[src/rtl/lga_pkg.sv]
package lga_pkg;

  localparam int MAX_PIXELS = 64;
  localparam int IDX_W      = $clog2(MAX_PIXELS);
  localparam int CNT_W      = $clog2(MAX_PIXELS + 1);

  localparam int TIME_W     = 32;
  localparam int COLOR_W    = 24;
  localparam int CHAN_W     = 8;
  localparam int IVL_W      = 16;
  localparam int PCNT_W     = 7;

  localparam int CFG_IDX_W  = 2;
  localparam int CFG_DATA_W = 24;

  // register indexes
  localparam logic [CFG_IDX_W-1:0] REG_START_COLOR     = 2'd0;
  localparam logic [CFG_IDX_W-1:0] REG_END_COLOR       = 2'd1;
  localparam logic [CFG_IDX_W-1:0] REG_UPDATE_INTERVAL = 2'd2;
  localparam logic [CFG_IDX_W-1:0] REG_PIXEL_COUNT     = 2'd3;

  localparam logic [IVL_W-1:0]  RESET_INTERVAL    = 16'd10;
  localparam logic [PCNT_W-1:0] RESET_PIXEL_COUNT = 7'd8;

  localparam logic [CHAN_W-1:0] PHASE_WRAP = 8'd255;

  // controller to datapath
  typedef struct packed {
    logic             store_time;
    logic             issue;
    logic [IDX_W-1:0] index;
    logic             last;
    logic             end_frame;
  } lga_cmd_t;

  // datapath to controller
  typedef struct packed {
    logic             due;
    logic [CNT_W-1:0] count;
    logic             adv;
  } lga_status_t;

endpackage

[src/rtl/lga_time_if.sv]
interface lga_time_if;
  import lga_pkg::*;

  logic              valid;
  logic              ready;
  logic [TIME_W-1:0] now_ms;

  modport source (output valid, output now_ms, input ready);
  modport sink   (input valid, input now_ms, output ready);
endinterface

[src/rtl/lga_pixel_if.sv]
interface lga_pixel_if;
  import lga_pkg::*;

  logic              valid;
  logic              ready;
  logic [IDX_W-1:0]  pixel_index;
  logic [CHAN_W-1:0] red;
  logic [CHAN_W-1:0] green;
  logic [CHAN_W-1:0] blue;
  logic              last_pixel;

  modport source (output valid, output pixel_index, output red, output green,
                  output blue, output last_pixel, input ready);
  modport sink   (input valid, input pixel_index, input red, input green,
                  input blue, input last_pixel, output ready);
endinterface

[src/rtl/lga_cfg_if.sv]
interface lga_cfg_if;
  import lga_pkg::*;

  logic                  valid;
  logic                  ready;
  logic [CFG_IDX_W-1:0]  index;
  logic [CFG_DATA_W-1:0] data;

  modport source (output valid, output index, output data, input ready);
  modport sink   (input valid, input index, input data, output ready);
endinterface

[src/rtl/lga_ctrl.sv]
module lga_ctrl
  import lga_pkg::*;
(
  input  logic        clk,
  input  logic        rst,
  input  logic        in_valid,
  output logic        in_ready,
  input  lga_status_t status,
  output lga_cmd_t    cmd
);

  localparam logic S_IDLE = 1'b0;
  localparam logic S_RUN  = 1'b1;

  logic             state;
  logic             state_next;
  logic [IDX_W-1:0] idx;
  logic [IDX_W-1:0] idx_next;
  logic             accept;
  logic             is_last;

  assign in_ready = (state == S_IDLE);
  assign accept   = in_valid && in_ready;
  assign is_last  = (({1'b0, idx} + CNT_W'(1)) == status.count);

  always_comb begin
    state_next     = state;
    idx_next       = idx;
    cmd.store_time = 1'b0;
    cmd.issue      = 1'b0;
    cmd.index      = idx;
    cmd.last       = is_last;
    cmd.end_frame  = 1'b0;
    case (state)
      S_IDLE: begin
        if (accept && status.due) begin
          cmd.store_time = 1'b1;
          idx_next       = '0;
          if (status.count == '0) begin
            // empty frame still moves the phase
            cmd.end_frame = 1'b1;
          end else begin
            state_next = S_RUN;
          end
        end
      end
      S_RUN: begin
        if (status.adv) begin
          cmd.issue = 1'b1;
          if (is_last) begin
            cmd.end_frame = 1'b1;
            state_next    = S_IDLE;
          end else begin
            idx_next = idx + IDX_W'(1);
          end
        end
      end
      default: state_next = S_IDLE;
    endcase
  end

  always_ff @(posedge clk) begin
    if (rst) begin
      state <= S_IDLE;
      idx   <= '0;
    end else begin
      state <= state_next;
      idx   <= idx_next;
    end
  end

endmodule

[src/rtl/lga_datapath.sv]
module lga_datapath
  import lga_pkg::*;
(
  input  logic              clk,
  input  logic              rst,
  input  logic [TIME_W-1:0] now_ms,
  input  lga_cmd_t          cmd,
  output lga_status_t       status,
  lga_cfg_if.sink           cfg,
  lga_pixel_if.source       pix
);

  localparam int PROD_W = 2 * CHAN_W + 2;

  // settings
  logic [COLOR_W-1:0] start_color;
  logic [COLOR_W-1:0] end_color;
  logic [IVL_W-1:0]   update_interval;
  logic [PCNT_W-1:0]  pixel_count;

  // animation state
  logic [TIME_W-1:0]  last_frame_time;
  logic [CHAN_W-1:0]  phase_step;
  logic [CHAN_W-1:0]  phase_next;
  logic               colors_swapped;

  // multiply stage
  logic                     s1_valid;
  logic signed [PROD_W-1:0] s1_prod [3];
  logic [CHAN_W-1:0]        s1_base [3];
  logic [IDX_W-1:0]         s1_idx;
  logic                     s1_last;

  logic [TIME_W-1:0]  elapsed;
  logic [COLOR_W-1:0] from_color;
  logic [COLOR_W-1:0] to_color;
  logic [CHAN_W-1:0]  pos;
  logic [CHAN_W-1:0]  res [3];
  logic               adv;

  function automatic logic signed [PROD_W-1:0] blend_mul(
    input logic [CHAN_W-1:0] a,
    input logic [CHAN_W-1:0] b,
    input logic [CHAN_W-1:0] p
  );
    logic signed [CHAN_W:0] diff;
    logic signed [CHAN_W:0] ps;
    diff = $signed({1'b0, b}) - $signed({1'b0, a});
    ps   = $signed({1'b0, p});
    return PROD_W'(ps * diff);
  endfunction

  // signed divide by 255 truncating toward zero, then add the base
  function automatic logic [CHAN_W-1:0] blend_add(
    input logic [CHAN_W-1:0]        base,
    input logic signed [PROD_W-1:0] prod
  );
    logic [PROD_W-1:0]   mag;
    logic [2*CHAN_W:0]   sum;
    logic [CHAN_W-1:0]   q;
    mag = prod[PROD_W-1] ? PROD_W'(-prod) : PROD_W'(prod);
    sum = {1'b0, mag[2*CHAN_W-1:0]} + {{(CHAN_W+1){1'b0}}, mag[2*CHAN_W-1:CHAN_W]}
          + (2*CHAN_W+1)'(1);
    q   = sum[2*CHAN_W-1:CHAN_W];
    return prod[PROD_W-1] ? (base - q) : (base + q);
  endfunction

  assign cfg.ready = 1'b1;

  assign adv     = !pix.valid || pix.ready;
  assign elapsed = now_ms - last_frame_time;

  assign status.adv   = adv;
  assign status.due   = !(elapsed < {{(TIME_W-IVL_W){1'b0}}, update_interval});
  assign status.count = (pixel_count > PCNT_W'(MAX_PIXELS)) ? CNT_W'(MAX_PIXELS)
                                                           : CNT_W'(pixel_count);

  assign from_color = colors_swapped ? end_color : start_color;
  assign to_color   = colors_swapped ? start_color : end_color;
  assign pos        = CHAN_W'(cmd.index) + phase_step;
  assign phase_next = phase_step + CHAN_W'(1);

  always_comb begin
    for (int c = 0; c < 3; c++) begin
      res[c] = blend_add(s1_base[c], s1_prod[c]);
    end
  end

  always_ff @(posedge clk) begin
    if (rst) begin
      start_color     <= '0;
      end_color       <= '0;
      update_interval <= RESET_INTERVAL;
      pixel_count     <= RESET_PIXEL_COUNT;
      last_frame_time <= '0;
      phase_step      <= '0;
      colors_swapped  <= 1'b0;
    end else begin
      if (cfg.valid) begin
        case (cfg.index)
          REG_START_COLOR:     start_color     <= cfg.data[COLOR_W-1:0];
          REG_END_COLOR:       end_color       <= cfg.data[COLOR_W-1:0];
          REG_UPDATE_INTERVAL: update_interval <= cfg.data[IVL_W-1:0];
          REG_PIXEL_COUNT:     pixel_count     <= cfg.data[PCNT_W-1:0];
          default: ;
        endcase
      end
      if (cmd.store_time) begin
        last_frame_time <= now_ms;
      end
      if (cmd.end_frame) begin
        if (phase_next == PHASE_WRAP) begin
          phase_step     <= '0;
          colors_swapped <= !colors_swapped;
        end else begin
          phase_step <= phase_next;
        end
      end
    end
  end

  // pipeline control
  always_ff @(posedge clk) begin
    if (rst) begin
      s1_valid  <= 1'b0;
      pix.valid <= 1'b0;
    end else if (adv) begin
      s1_valid  <= cmd.issue;
      pix.valid <= s1_valid;
    end
  end

  // pipeline payload
  always_ff @(posedge clk) begin
    if (adv) begin
      for (int c = 0; c < 3; c++) begin
        s1_base[c] <= from_color[(2-c)*CHAN_W +: CHAN_W];
        s1_prod[c] <= blend_mul(from_color[(2-c)*CHAN_W +: CHAN_W],
                                to_color[(2-c)*CHAN_W +: CHAN_W], pos);
      end
      s1_idx          <= cmd.index;
      s1_last         <= cmd.last;
      pix.pixel_index <= s1_idx;
      pix.last_pixel  <= s1_last;
      pix.red         <= res[0];
      pix.green       <= res[1];
      pix.blue        <= res[2];
    end
  end

endmodule

[src/rtl/led_gradient_animator_top.sv]
// led gradient animator: animated two-colour gradient for a pixel strip
//
// channels
//   cfg       register writes, index 0 start colour, 1 end colour,
//             2 update interval (ms), 3 pixel count; always ready
//   time_in   one request per millisecond tick carrying now_ms
//   pixel_out one request per pixel: index, red, green, blue, last flag
//
// a tick is due when now_ms - last frame time (mod 2^32) reaches the
// interval; a due tick starts a frame of min(pixel count, 64) pixels,
// a tick that is not due gives nothing and changes nothing
//
// timing: the controller issues one pixel a cycle while pixel_out does not stall,
// through a two-stage multiply / divide-by-255 pipeline whose second stage is
// the output register; time_in stays not ready while pixels are being issued,
// so the next tick waits until the whole frame has been issued
//
// a stall on pixel_out freezes the whole pipeline, nothing is lost
// reset restores colours 0, interval 10, 8 pixels, phase 0, no swap
module led_gradient_animator_top
  import lga_pkg::*;
(
  input  logic        clk,
  input  logic        rst,
  lga_cfg_if.sink     cfg,
  lga_time_if.sink    time_in,
  lga_pixel_if.source pixel_out
);

  lga_cmd_t    cmd;
  lga_status_t status;
  logic        in_ready;

  // frame sequencer
  lga_ctrl u_ctrl (
    .clk      (clk),
    .rst      (rst),
    .in_valid (time_in.valid),
    .in_ready (in_ready),
    .status   (status),
    .cmd      (cmd)
  );

  assign time_in.ready = in_ready;

  // settings, animation state and colour pipeline
  lga_datapath u_datapath (
    .clk    (clk),
    .rst    (rst),
    .now_ms (time_in.now_ms),
    .cmd    (cmd),
    .status (status),
    .cfg    (cfg),
    .pix    (pixel_out)
  );

endmodule
[src/flat_wrapper.sv]
// flat-port wrapper written by rule: the top's interface ports become plain ports
module led_gradient_animator_top_flat import lga_pkg::*;
  (clk, rst, cfg_valid, cfg_index, cfg_data, cfg_ready, time_in_valid, time_in_now_ms, time_in_ready, pixel_out_valid, pixel_out_pixel_index, pixel_out_red, pixel_out_green, pixel_out_blue, pixel_out_last_pixel, pixel_out_ready);
  lga_cfg_if cfg_i ();
  lga_time_if time_in_i ();
  lga_pixel_if pixel_out_i ();
  input  logic clk;
  input  logic rst;
  input wire logic [$bits(cfg_i.valid)-1:0] cfg_valid;
  input wire logic [$bits(cfg_i.index)-1:0] cfg_index;
  input wire logic [$bits(cfg_i.data)-1:0] cfg_data;
  output wire logic [$bits(cfg_i.ready)-1:0] cfg_ready;
  input wire logic [$bits(time_in_i.valid)-1:0] time_in_valid;
  input wire logic [$bits(time_in_i.now_ms)-1:0] time_in_now_ms;
  output wire logic [$bits(time_in_i.ready)-1:0] time_in_ready;
  output wire logic [$bits(pixel_out_i.valid)-1:0] pixel_out_valid;
  output wire logic [$bits(pixel_out_i.pixel_index)-1:0] pixel_out_pixel_index;
  output wire logic [$bits(pixel_out_i.red)-1:0] pixel_out_red;
  output wire logic [$bits(pixel_out_i.green)-1:0] pixel_out_green;
  output wire logic [$bits(pixel_out_i.blue)-1:0] pixel_out_blue;
  output wire logic [$bits(pixel_out_i.last_pixel)-1:0] pixel_out_last_pixel;
  input wire logic [$bits(pixel_out_i.ready)-1:0] pixel_out_ready;
  assign cfg_i.valid = cfg_valid;
  assign cfg_i.index = cfg_index;
  assign cfg_i.data = cfg_data;
  assign cfg_ready = cfg_i.ready;
  assign time_in_i.valid = time_in_valid;
  assign time_in_i.now_ms = time_in_now_ms;
  assign time_in_ready = time_in_i.ready;
  assign pixel_out_valid = pixel_out_i.valid;
  assign pixel_out_pixel_index = pixel_out_i.pixel_index;
  assign pixel_out_red = pixel_out_i.red;
  assign pixel_out_green = pixel_out_i.green;
  assign pixel_out_blue = pixel_out_i.blue;
  assign pixel_out_last_pixel = pixel_out_i.last_pixel;
  assign pixel_out_i.ready = pixel_out_ready;
  led_gradient_animator_top u_core (.clk(clk), .rst(rst), .cfg(cfg_i), .time_in(time_in_i), .pixel_out(pixel_out_i));
endmodule
[config.mk]
export PLATFORM = sky130hd
export DESIGN_NAME = led_gradient_animator_top_flat
export DESIGN_NICKNAME = d
export VERILOG_FILES = /design/src/rtl/lga_pkg.sv /design/src/rtl/lga_time_if.sv /design/src/rtl/lga_pixel_if.sv /design/src/rtl/lga_cfg_if.sv /design/src/rtl/lga_ctrl.sv /design/src/rtl/lga_datapath.sv /design/src/rtl/led_gradient_animator_top.sv /design/src/flat_wrapper.sv
export SDC_FILE = /design/constraint.sdc
export NUM_CORES = 1
export LEC_CHECK = 0
export ABC_CLOCK_PERIOD_IN_PS = 11700
export BUFFER_PORTS_ARGS = -buffer_cell sky130_fd_sc_hd__buf_2
export CORE_MARGIN = 2
export CORE_UTILIZATION = 55
export CTS_CLUSTER_DIAMETER = 50
export DETAILED_ROUTE_END_ITERATION = 10
export PLACE_DENSITY = 0.82
export SLEW_MARGIN = 15
export SYNTH_ARGS = -nofsm -noshare
export SYNTH_HDL_FRONTEND = slang
export SYNTH_SLANG_ARGS = --single-unit
[constraint.sdc]
create_clock -name clk -period 11.7 [get_ports clk]
set_input_delay 0 -clock clk [delete_from_list [all_inputs] [get_ports clk]]
set_output_delay 0 -clock clk [all_outputs]
set_load 0.02 [all_outputs]
==> metrics list <==
- Root buffer cell: sky130_fd_sc_hd__clkbuf_16
- The tightest min-delay check is of the primary input to flop type.
- Met2 wire length: 28100 um
- Maximum clock rate: 0.117 GHz
* Count of clock tree sinks: 234
- Maximum clock path buffer count: 3
- Later-pin clock latency in the skew report: 560 ps
- Total power for the finished layout comes to 4.07 mW.
- Min Clock Period, post-route: 8560 ps
- For this run, the slowest stage of the critical path takes 590 ps.
* Placed wire-length estimate after detailed placement: 41000 um
* Total grt overflow: 0
- Die width: 206 um
* Total clock buffers created by CTS: 36
* DRC violation total after the first TritonRoute iteration: 1124
- Die span in y: 206 um
- After detailed routing, no signal wire sits above met5.
- Async set or reset register ratio after synthesis: 0
- First-pass GRT wire length: 91400 um
- Fill count: 3088
- Setup repair after global routing left no endpoint under its margin.
- Type of the worst setup path: flop to flop
- CP startpoint: u_core.u_datapath.colors_swapped
* Number of global-route vias before repair: 19100
- Routed length per instance: 17.2 um
- Port buffering added 95 buffers.
* Endpoint kind of the worst setup timing path: flop
- Routed length on met1: 21300 um
* Number of slew-limit violations in the final report: 0
- After synthesis, the netlist uses 80 different library cells.
* Total met3 wirelength after detailed routing: 3870 um
- Number of flops mapped to enable cells by yosys: 113
- Status: finished, final reports clean
- Clock-pin slew of the registers on the worst-case setup and hold paths: 60 ps
- FP Rows: 74
* Clock tree from TritonCTS: built
* R2R setup slack: 3140 ps
- Power spread over the standard cell area amounts to 159 nW/um2.
- After technology mapping, the gate count stands at 2540.
- The final count of hold timing violations was 0.
- Along the worst path, the maximum fanout reaches 34.
- Syn nets: 3023
- Leakage power total: 12.1 nW
- The startpoint identified for the worst register-to-register timing path is u_core.u_datapath.colors_swapped.
- Once the clock tree was built, the resizer swapped 0 gates to a different size.
- Share of Yosys cell area claimed by the top area cell type: 0.157
* Total Routed Length: 55800 um
- Along the worst hold path, the cell count comes to 5.
* Sequential cell area in the final layout: 5820 um2
- Total Neg Setup Slack: 0 ps
- Cell type of the slowest stage on the worst timing path: sky130_fd_sc_hd__dfxtp_2
- The worst register-to-register path ends at u_core.u_datapath.s1_prod[0][33].
- Entering global routing, the biggest net connects 89 pins.
- Logic depth of the worst register-to-register path: 31
* Required time of the critical path: 11960 ps
- Layout overhead on the synthesized area: 13.6%
* Net count, final: 3173
* Total standard cell area after synthesis: 22500 um2
- Initial standard-cell utilization of the core: 0.555
- Dominant cell type by area after synthesis: sky130_fd_sc_hd__ha_1
- Footprint of the multi-input gates: 15200 um2
* H-tree depth: 2
- Yosys warning count: 0
- The worst hold path begins at cfg_index[1].
- Measured against its own limit, the worst slew margin works out to 0.228.
* Top Ports: 97
- Each instance of the synthesized netlist takes up on average 8.88 um2.
* Worst vdd ir: 0.000131 V
* Area enclosed by the die boundary: 42600 um2
- After floorplanning, the core was sized to cover 40600 um2.
* Hold EP: u_core.u_datapath.start_color[3]
- Among all cell types in the netlist, the one instantiated most often is sky130_fd_sc_hd__inv_1.
- Data on the critical path arrives at its endpoint at 8820 ps.
- Transition time of the tightest slew-check pin: 1150 ps
* Synth area leaders: sky130_fd_sc_hd__ha_1 16%, sky130_fd_sc_hd__edfxtp_1 15%, sky130_fd_sc_hd__fa_1 12%
* Synth top cells by count: 324 x sky130_fd_sc_hd__inv_1, 283 x sky130_fd_sc_hd__ha_1, 261 x sky130_fd_sc_hd__nor2_1, 254 x sky130_fd_sc_hd__nand2_1, 161 x sky130_fd_sc_hd__a21oi_1
* Final weighted congestion of routability-driven global placement: 0.935
* Startpoint type of the worst setup path: flop
- Main flop type after synthesis: sky130_fd_sc_hd__dfxtp_1
- First drt pass iteration count: 6
* Final Skew: 38.4 ps
- Of the available clock period, the critical path in the final layout requires 0.731.
* Share of synthesized area occupied by flip-flops and latches: 0.258
- For this run, design rule violations remaining after detail routing come to 0.
- Synthesis inferred 234 register bits.
- Across every metal layer, demand over resource in global routing totals 0.267.
- In this run the remaining antenna-violating nets after routing total 0.
- The final route contains 18700 vias.
- Setup violations remaining at the end of the flow were counted as 0.
* Reported max-cap violation count: 0
- The number of antenna violations at the first check in global routing was 2.
* Via density per instance: 5.76
- Of the cells placed in the final design, the portion with a size suffix greater than 1 is 0.0909.
==> critical path: cells and delay by family, from the launching register on <==
family / cells / cell delay, ps
adder cells (fa/ha/maj): 7 / 3100
AO/OA/AOI/OAI: 12 / 2230
buffers and inverters: 5 / 740
XOR/XNOR: 2 / 620
flip-flops: 1 / 590
AND/OR/NAND/NOR: 4 / 590
multiplexers: 1 / 360
==> flip-flops by register name, indices dropped and copies added, names as in the netlist, 6 cells and up <==
signal	count
u_core.u_datapath.start_color	24
u_core.u_datapath.end_color	24
u_core.u_datapath.s1_prod	51
u_core.u_datapath.s1_base	24
u_core.u_datapath.pix.blue	8
u_core.u_datapath.pix.red	8
u_core.u_datapath.phase_step	8
u_core.u_datapath.s1_idx	6
u_core.u_ctrl.idx	6
u_core.u_datapath.pix.pixel_index	6
u_core.u_datapath.pixel_count	7
u_core.u_datapath.last_frame_time	32
u_core.u_datapath.update_interval	16
u_core.u_datapath.pix.green	8
==> metal layers <==
| metal | GRT usage | vias to the layer above |
|---|---|---|
| met5 | 0 | - |
| met1 | 0.307 | 8963 |
| met3 | 0.0541 | 182 |
| met2 | 0.473 | 711 |
| met4 | 0.126 | 2 |
| li1 | - | 8869 |
==> power breakdown <==
part / switching [mW] / internal (mW) / leakage (nW)
sequential: 0.0777 / 1.04 / 2.27
combinational: 1.08 / 0.752 / 9.18
clock: 0.419 / 0.688 / 0.604
total: 1.58 / 2.49 / 12.1
==> per-stage QoR <==
step           cell area [um2]  hold slack (ps)  utilization  instances  setup slack, ps
2_1_floorplan            22500              125            -       2540             3660
3_3_place_gp             23500              252        0.578       3097             3520
3_5_place_dp             23500              260        0.578       3097             3260
4_1_cts                  25600             29.4        0.630       3250             3190
5_1_grt                  25600             80.4        0.630       3250             2500
6_report                 25600             60.7        0.630       3252             3140
==> layout make-up <==
cell class / instances / area share
antenna: 2 / 0.000195
clock buffer: 45 / 0.0395
clock inverter: 21 / 0.00889
inverter: 325 / 0.0477
multi-input combinational: 1895 / 0.593
sequential: 234 / 0.227
tap: 532 / 0.0260
timing repair buffer: 198 / 0.0574
==> placed cells by master (no fill, tap or decap), types with 77 or more instances in the layout <==
master / count
sky130_fd_sc_hd__a21oi_1: 161
sky130_fd_sc_hd__buf_2: 94
sky130_fd_sc_hd__dfxtp_1: 120
sky130_fd_sc_hd__dlygate4sd3_1: 87
sky130_fd_sc_hd__edfxtp_1: 113
sky130_fd_sc_hd__fa_1: 137
sky130_fd_sc_hd__ha_1: 283
sky130_fd_sc_hd__inv_1: 323
sky130_fd_sc_hd__nand2_1: 254
sky130_fd_sc_hd__nor2_1: 261
sky130_fd_sc_hd__o21ai_0: 77
sky130_fd_sc_hd__xnor2_1: 115
==> worst max-delay path by stage <==
stage,endpoint,depth (start not counted)
floorplan,u_core.u_datapath.s1_prod[0][15],34
global placement,u_core.u_datapath.s1_prod[0][33],31
detailed placement,u_core.u_datapath.s1_prod[0][51],30
CTS,u_core.u_datapath.s1_prod[0][33],31
global route,u_core.u_datapath.s1_prod[0][33],31
finish,u_core.u_datapath.s1_prod[0][33],31
==> cells by family (layout without fill, tap and decap cells) <==
group / after synthesis / in the layout / synth area share
AOI/OAI and AO/OA: 435 / 435 / 0.123
xor gates and xnor gates: 176 / 176 / 0.0690
adders and majority gates: 420 / 420 / 0.279
buffers and inverters: 411 / 589 / 0.0706
DFF: 234 / 234 / 0.258
muxes: 99 / 99 / 0.0455
other: 1 / 3 / 0.000166
and+or+nand+nor: 764 / 764 / 0.155
==> what timing repair did <==
action / CTS / global route
endpoints found under the hold margin: 112 / 0
setup buffers: 0 / 0
endpoints found under the setup margin: 0 / 0
hold buffers: 87 / 0
No activity file was read; power rests on OpenSTA's default activity.
